File: src/dset_pkg.sv
// Package for the depth-sorted entry table: sizes, codes and shared types.
// Used by the channel interfaces, the controller, the datapath and the checker.
package dset_pkg;

    // Table size and the widths that follow from it.
    localparam int CAPACITY    = 256;
    localparam int ADDR_W      = $clog2(CAPACITY);
    localparam int CNT_W       = $clog2(CAPACITY + 1);
    localparam int LINEAR_STOP = 5;

    // Fixed field widths of the channels.
    localparam int OP_W     = 2;
    localparam int ID_W     = 16;
    localparam int DEPTH_W  = 32;
    localparam int IDX_W    = 8;
    localparam int STATUS_W = 2;
    localparam int POS_W    = 9;

    // Operation codes of a request.
    typedef enum logic [OP_W-1:0] {
        OP_INSERT     = 2'd0,
        OP_REMOVE     = 2'd1,
        OP_REPOSITION = 2'd2,
        OP_READ       = 2'd3
    } op_t;

    // Status codes of a response.
    typedef enum logic [STATUS_W-1:0] {
        ST_OK        = 2'd0,
        ST_FULL      = 2'd1,
        ST_NOT_FOUND = 2'd2,
        ST_OOB       = 2'd3
    } status_t;

    // One table entry as held in memory.
    typedef struct packed {
        logic [ID_W-1:0]           id;
        logic signed [DEPTH_W-1:0] depth;
    } entry_t;

    // Controller states.
    typedef enum logic [3:0] {
        S_IDLE,
        S_RM_SCAN,
        S_RM_SHIFT,
        S_INS_START,
        S_BS_READ,
        S_BS_CMP,
        S_LIN_SCAN,
        S_INS_SHIFT,
        S_RD_START,
        S_RD_WAIT,
        S_FINISH
    } state_t;

    // Datapath actions, one per controller state.
    typedef enum logic [3:0] {
        ACT_ACCEPT,
        ACT_RM_SCAN,
        ACT_RM_SHIFT,
        ACT_INS_START,
        ACT_BS_READ,
        ACT_BS_CMP,
        ACT_LIN_SCAN,
        ACT_INS_SHIFT,
        ACT_RD_START,
        ACT_RD_WAIT,
        ACT_FINISH
    } act_t;

    // Command from the controller to the datapath.
    typedef struct packed {
        logic in_ready;
        act_t act;
    } ctl_cmd_t;

    // Status from the datapath to the controller.
    typedef struct packed {
        logic in_valid;
        op_t  in_op;
        op_t  op;
        logic rm_hit;
        logic cnt_end;
        logic full;
        logic bs_more;
        logic bs_lt;
        logic bs_gt;
        logic lin_hit;
        logic lin_end;
        logic ins_done;
        logic rd_oob;
        logic out_free;
    } dp_status_t;

endpackage

File: src/dset_ctrl.sv
// Controller of the depth-sorted entry table: sequences search, shift and read.
// Depends on dset_pkg; drives the datapath through ctl_cmd_t only.
module dset_ctrl import dset_pkg::*;
(
    input  logic       clk,
    input  logic       rst_n,
    input  dp_status_t stat,
    output ctl_cmd_t   cmd
);

    state_t state_reg;
    state_t state_next;

    // State register.
    always_ff @(posedge clk or negedge rst_n)
    begin
        if (!rst_n)
        begin
            state_reg <= S_IDLE;
        end
        else
        begin
            state_reg <= state_next;
        end
    end

    // Next-state logic.
    always_comb
    begin
        state_next = state_reg;
        unique case (state_reg)
            S_IDLE:
            begin
                if (stat.in_valid)
                begin
                    unique case (stat.in_op)
                        OP_INSERT:     state_next = S_INS_START;
                        OP_REMOVE:     state_next = S_RM_SCAN;
                        OP_REPOSITION: state_next = S_RM_SCAN;
                        OP_READ:       state_next = S_RD_START;
                        default:       state_next = S_IDLE;
                    endcase
                end
            end
            S_RM_SCAN:
            begin
                if (stat.rm_hit)
                begin
                    state_next = S_RM_SHIFT;
                end
                else if (stat.cnt_end)
                begin
                    state_next = (stat.op == OP_REPOSITION) ? S_INS_START : S_FINISH;
                end
            end
            S_RM_SHIFT:
            begin
                if (stat.cnt_end)
                begin
                    state_next = (stat.op == OP_REPOSITION) ? S_INS_START : S_FINISH;
                end
            end
            S_INS_START:
            begin
                state_next = stat.full ? S_FINISH : S_BS_READ;
            end
            S_BS_READ:
            begin
                state_next = stat.bs_more ? S_BS_CMP : S_LIN_SCAN;
            end
            S_BS_CMP:
            begin
                state_next = (!stat.bs_lt && !stat.bs_gt) ? S_INS_SHIFT : S_BS_READ;
            end
            S_LIN_SCAN:
            begin
                if (stat.lin_hit || stat.lin_end)
                begin
                    state_next = S_INS_SHIFT;
                end
            end
            S_INS_SHIFT:
            begin
                if (stat.ins_done)
                begin
                    state_next = S_FINISH;
                end
            end
            S_RD_START:
            begin
                state_next = stat.rd_oob ? S_FINISH : S_RD_WAIT;
            end
            S_RD_WAIT:
            begin
                state_next = S_FINISH;
            end
            S_FINISH:
            begin
                if (stat.out_free)
                begin
                    state_next = S_IDLE;
                end
            end
            default:
            begin
                state_next = S_IDLE;
            end
        endcase
    end

    // Output decode: one datapath action per state.
    always_comb
    begin
        cmd.in_ready = 1'b0;
        cmd.act      = ACT_FINISH;
        unique case (state_reg)
            S_IDLE:
            begin
                cmd.in_ready = 1'b1;
                cmd.act      = ACT_ACCEPT;
            end
            S_RM_SCAN:   cmd.act = ACT_RM_SCAN;
            S_RM_SHIFT:  cmd.act = ACT_RM_SHIFT;
            S_INS_START: cmd.act = ACT_INS_START;
            S_BS_READ:   cmd.act = ACT_BS_READ;
            S_BS_CMP:    cmd.act = ACT_BS_CMP;
            S_LIN_SCAN:  cmd.act = ACT_LIN_SCAN;
            S_INS_SHIFT: cmd.act = ACT_INS_SHIFT;
            S_RD_START:  cmd.act = ACT_RD_START;
            S_RD_WAIT:   cmd.act = ACT_RD_WAIT;
            S_FINISH:    cmd.act = ACT_FINISH;
            default:     cmd.act = ACT_FINISH;
        endcase
    end

endmodule

File: config.mk
export PLATFORM = sky130hd
export DESIGN_NAME = dset_ctrl
export DESIGN_NICKNAME = d
export VERILOG_FILES = /design/src/dset_pkg.sv /design/src/dset_ctrl.sv
export SDC_FILE = /design/constraint.sdc
export NUM_CORES = 1
export LEC_CHECK = 0
export ABC_AREA = 1
export BUFFER_PORTS_ARGS = -buffer_cell sky130_fd_sc_hd__buf_2
export CAP_MARGIN = 20
export CORE_AREA = 5 5 42 44
export CTS_BUF_LIST = sky130_fd_sc_hd__clkbuf_16
export DETAILED_ROUTE_END_ITERATION = 10
export DIE_AREA = 0 0 47 49
export HOLD_SLACK_MARGIN = 0.08
export PLACE_DENSITY_LB_ADDON = 0.2
export SLEW_MARGIN = 20
export SYNTH_ARGS = -nofsm -noshare
export SYNTH_HDL_FRONTEND = slang
export SYNTH_SLANG_ARGS = --single-unit
File: constraint.sdc
create_clock -name clk -period 1.1 [get_ports clk]
set_input_delay 0.165 -clock clk [delete_from_list [all_inputs] [get_ports clk]]
set_output_delay 0.165 -clock clk [all_outputs]
set_load 0.1 [all_outputs]
==> flow_summary.toml, run 1 <==
[outcome]
status = "complete, but fails checks"
failed_checks = "negative setup slack"

[detailed_routing]
drc = 0
drtIter0Drc = 14
wl_um = 1900
drt_first_pass_iters = 4
postRouteAntennaNets = 0
wire_per_inst_um = 11.9
viasPerCell = 4.82
via_count = 771

[synth]
synth_cells = 93
yosysWarnings = 0
synth_top_area_frac = 0.244
yosysUniqueCellTypes = 15
ys_seq_area_frac = 0.203
ys_top_cells_by_area = "nand2_1 (24%), dfrtp_1 (20%), nand3_1 (11%)"
synth_seq_cells = 4
synth.cell_area_um2 = 493
synth_top_area_cell = "nand2_1"
syn_area_per_cell_um2 = 5.30
synth.net_count = 111

[power]
leakage_nw = 0.571
power_density_mw_per_mm2 = 3270
ir_drop_uv = 2030

[floorplan]
io_pins = 23
rows = 14
die_w_um = 47
dieHeight_um = 49
dieArea_mm2 = 0.00230
core_mm2 = 0.00140
start_util = 0.352

[placement]
io_buffer_count = 22
dp_cells = 145
dpl.hpwl_um = 1330
place_congestion = 0.883

[global_route]
grt_pass1_wl_um = 2940
grt_pass1_vias = 698
grt_max_degree = 6
globalRouteOverflowTotal = 0
antenna_found_initial = 0
grt_usage = 0.175

[setup_path]
cpPeakStageDelay_ps = 440
critPathLaunchType = "flop"
critPathRequiredTime_ps = 1200
endpoint_kind = "flop"
critPathKind = "flop to flop"
worst-path-buf-inv = 2
crit_path_top_delay_cell = "dfrtp_2"
path_cells = "buf_6, nor2_4, buf_6, nand3b_1, o21ai_2, nor2_4, nand2_1, nand2_1"
cp_max_fo = 5
critical_path_arrival_ps = 1470
crit_family = "flip-flops"

[sta]
fin_crit_sh = 1.25
slew_headroom = 0.853
hold_violations = 0
tightest_slew_ps = 220
clock.fmax_mhz = 728
drv_slew = 0
setup_violations = 9
tns_ps = -1980
finClkSkew_ps = 0.196
period_minus_slack_ps = 1370
rsz0062_at_grt = "true"
postLayoutSetupSlackWorst_ps = -273

[job]
drv_cap = 0

[final_layout]
num_antenna_cells = 0
largest_reg_flops = 4
final-instance-count-excl-fill = 160
syn_to_final_growth_pct = 119
nets = 164
drive_gt1_frac = 0.542

[hold_path]
hp-class = "primary input to flop"

[cts]
cts_tree = "built"
clk_latency_ps = 230
cts.htree.levels = 1
cts_buffer_depth = 2
clkTransAtPathRegs_ps = 30
cts_root_buf = "clkbuf_16"
cts_sinks = 4
cts_made_buffers = 3
==> cell usage after synthesis <==
cell      number
inv_1          7
o21ai_0        3
a21oi_1        4
o22ai_1        1
nand3b_1       2
nor2_2         5
dfrtp_1        4
nand2_2        3
nand3_1       11
nand2_1       32
inv_2          5
o21ai_1        1
nor2_1        13
clkbuf_1       1
o21ai_2        1
==> per-layer routing <==
metal / vias up / track usage / wire [um]
li1: 398 / - / -
met1: 336 / 0.231 / 807
met2: 30 / 0.265 / 919
met3: 7 / 0.0295 / 119
met4: 0 / 0.0829 / 51
met5: - / 0 / 0
==> per-stage QoR <==
step	setup slack, ps	power [W]	utilization	hold slack (ps)	area [um2]
2_1_floorplan	-486	0.00169	-	-131	528
3_3_place_gp	-195	0.00250	0.598	-27.7	838
3_5_place_dp	-163	0.00252	0.598	-22.9	838
4_1_cts	-280	0.00336	0.729	250	1020
5_1_grt	-330	0.00372	0.769	297	1080
6_report	-273	0.00352	0.769	260	1080
==> kinds of logic after synthesis <==
kind of cell	Yosys count	share of synthesized area
buffers and inverters	13	0.0990
DFF	4	0.203
AOI/OAI and AO/OA	10	0.112
and+or+nand+nor	66	0.586
==> power by group <==
group          switching, W  internal (W)  total, W  leakage (nW)
logic               0.00152       0.00110   0.00262         0.488
clock network      0.000106      0.000465  0.000571        0.0370
registers          0.000107      0.000222  0.000329        0.0460
==> final cells by class <==
| cell class | instances | area, um2 |
|---|---|---|
| clock buffer | 3 | 75.1 |
| fill | 101 | 324 |
| inverter | 12 | 51.3 |
| multi-input combinational | 76 | 409 |
| sequential | 4 | 105 |
| tap | 16 | 20.0 |
| timing repair buffer | 49 | 417 |
==> worst register-to-register path: cells and delay by family, from the launching register on <==
family	cells	cell delay, ps
DFF	1	440
and+or+nand+nor	5	440
AOI/OAI and AO/OA	1	120
buffers and inverters	2	250
==> repair_timing <==
item                                   CTS  global route
resized for setup                       11            11
pin swaps                                7             8
endpoints found under the hold margin    4             0
hold buffers                             1             0
setup buffers                            8             3
setup endpoints to repair                9             9
cloned                                   0             0
==> cells in the final DEF (no fill, tap or decap), types with 2 or more instances in the layout <==
cell type,n
nand3b_1,2
inv_2,5
buf_12,5
nor2_4,4
inv_1,5
dfrtp_2,4
buf_6,7
buf_2,17
nor2_1,13
clkbuf_16,3
a21oi_1,3
nand2_2,5
nand2_1,29
nand3_2,2
buf_4,19
nand3_1,9
o21ai_1,2
==> path summary, 6_finish.rpt <==
check	from	endpoint	slack (ps)	cells past startpoint
min in group asynchronous	rst_n	state_reg[2]	290	2
min	stat[8]	state_reg[2]	260	4
min reg2reg	state_reg[1]	state_reg[1]	730	3
max	state_reg[3]	state_reg[1]	-270	8
max in group asynchronous	rst_n	state_reg[0]	670	2
max reg2reg	state_reg[3]	state_reg[1]	-270	8
Note: power is estimated with default switching activity, not from simulation.
==> inputs of run 2 (changes only) <==
--- a/config.mk
+++ b/config.mk
@@ -15,4 +15,5 @@
 export HOLD_SLACK_MARGIN = 0.08
 export PLACE_DENSITY_LB_ADDON = 0.2
+export SETUP_SLACK_MARGIN = 0.05
 export SLEW_MARGIN = 20
 export SYNTH_ARGS = -nofsm -noshare
==> constraint.sdc (replaced) <==
create_clock -name clk -period 1.1 [get_ports clk]
set_input_delay 0.055 -clock clk [delete_from_list [all_inputs] [get_ports clk]]
set_output_delay 0.055 -clock clk [all_outputs]
set_load 0.1 [all_outputs]
==> run 2 against run 1 <==
Net effect:
- the run still ends with negative setup slack left
- power increased by 3.9%
- cell area increased by 1.5%
- largest cell class is now multi-input combinational cells
- via count increased by 2.6%
- combinational power increased by 6%
- sequential share of layout area decreased by 0.26 points
- clock skew increased by 3.1 ps
- critical endpoint is now cmd[0]
- largest power group unchanged
==> flow_summary.toml, run 2 (same netlist as run 1, synthesis figures left out) <==
[setup_path]
critical_path_arrival_ps = 1260
critPathKind = "flop to output port"
cp_max_fo = 4
endpoint_kind = "output port"
critPathRequiredTime_ps = 1040
crit_path_frequent_cell = "buf_6"
crit_path_top_delay_cell = "dfrtp_2"
path_cells = "buf_6, buf_6, a21oi_4, buf_12"
cpPeakStageDelay_ps = 440
critPathLaunchType = "flop"

[power]
power.share.sequential = 0.085
p_total_w = 0.00366
power_switching_w = 0.00181
ir_drop_uv = 2260
power_density_mw_per_mm2 = 3350
leakage_nw = 0.578
p_clk_frac = 0.155
switching_share = 0.494
power_frac_comb = 0.759
p_int_w = 0.00185

[placement]
place_congestion = 0.857
dpl.hpwl_um = 1370
dpl_cell_area_um2 = 827
io_buffer_count = 22
dp_cells = 146

[floorplan]
rows = 14
die_w_um = 47
start_util = 0.352
dieArea_mm2 = 0.00230
core_mm2 = 0.00140
io_pins = 23
dieHeight_um = 49

[final_layout]
final-instance-count-excl-fill = 158
final_common_cell = "nand2_1"
syn_to_final_growth_pct = 122
fin_util = 0.780
drive_gt1_frac = 0.556
largest_reg_flops = 4
mostFrequentLayoutCells = "nand2_1 (28), buf_2 (17), buf_4 (14)"
final_area_mm2 = 0.00109
nets = 162
num_antenna_cells = 0

[sta]
tightest_slew_ps = 184
postLayoutSetupSlackWorst_ps = -215
period_minus_slack_ps = 1320
slew_headroom = 0.877
drv_slew = 0
finClkSkew_ps = 3.30
hold_violations = 0
rsz0062_at_grt = "true"
setup_violations = 9
clock.fmax_mhz = 760
fin_crit_sh = 1.20
tns_ps = -1710

[cts]
cts_sinks = 4
cts.htree.levels = 1
clk_latency_ps = 230
clkTransAtPathRegs_ps = 30
cts_root_buf = "clkbuf_16"
cts_buffer_depth = 2
cts_made_buffers = 3
cts_tree = "built"

[global_route]
grt_pass1_wl_um = 3190
grt_max_degree = 6
globalRouteOverflowTotal = 0
grt_pass1_vias = 793
antenna_found_initial = 0
grt_usage = 0.186

[detailed_routing]
wire_per_inst_um = 13.1
drtIter0Drc = 17
via_count = 791
drc = 0
drt_first_pass_iters = 4
wl_um = 2070
postRouteAntennaNets = 0
viasPerCell = 5.01

[hold_path]
hp-class = "primary input to flop"

[outcome]
failed_checks = "negative setup slack"
status = "complete, but fails checks"

[job]
drv_cap = 0
-- run 2: final cells by class --
cell class / count / area [um2]
Clock buffer: 3 / 75.1
Fill cell: 94 / 308
Multi-Input combinational cell: 76 / 432
Timing Repair Buffer: 47 / 413
Sequential cell: 4 / 104
Inverter: 12 / 50.0
Tap cell: 16 / 20.0
-- run 2: worst paths after layout --
path / startpoint / to / slack (ps) / depth (start not counted)
setup reg to reg: state_reg[1] / state_reg[1] / -210 / 9
min in group asynchronous: rst_n / state_reg[1] / 190 / 2
max in group asynchronous: rst_n / state_reg[2] / 760 / 2
hold reg to reg: state_reg[1] / state_reg[1] / 710 / 3
setup / recovery: state_reg[3] / cmd[0] / -220 / 4
hold / removal: stat[0] / state_reg[3] / 140 / 4
-- run 2: worst max-delay path, delay by kind of cell (launching register included) --
family	cells	cell delay, ps
flops	1	440
buf+inv	3	440
compound gates	1	160
-- run 2: power groups by stage --
stage / sequential (W) / clock (W) / combinational, W
floorplan: 0.000302 / 0 / 0.00130
global placement: 0.000290 / 0 / 0.00215
detailed placement: 0.000295 / 0 / 0.00218
CTS: 0.000305 / 0.000571 / 0.00258
global route: 0.000327 / 0.000587 / 0.00296
finish: 0.000312 / 0.000569 / 0.00278
-- run 2: metal layers --
metal	up-vias	global-route usage	wire (um)
met4	0	0.0599	55
met5	-	0	0
met1	361	0.206	776
met2	30	0.335	1090
li1	392	-	-
met3	8	0.0369	151
-- run 2: timing repair --
action                                  4_1_cts  5_1_grt
hold buffers                                  1        0
pin swaps                                     8        4
hold endpoints to repair                      4        0
setup buffers                                 6        2
endpoints found under the setup margin        9        9
resized for setup                            23       12
-- run 2: per-stage QoR --
stage                     worst slack (ps)  hold slack, ps
after floorplan                       -476            -241
after CTS                             -228             159
final                                 -215             144
after global placement                -198            -138
after detailed placement              -203            -135
after global routing                  -302             155
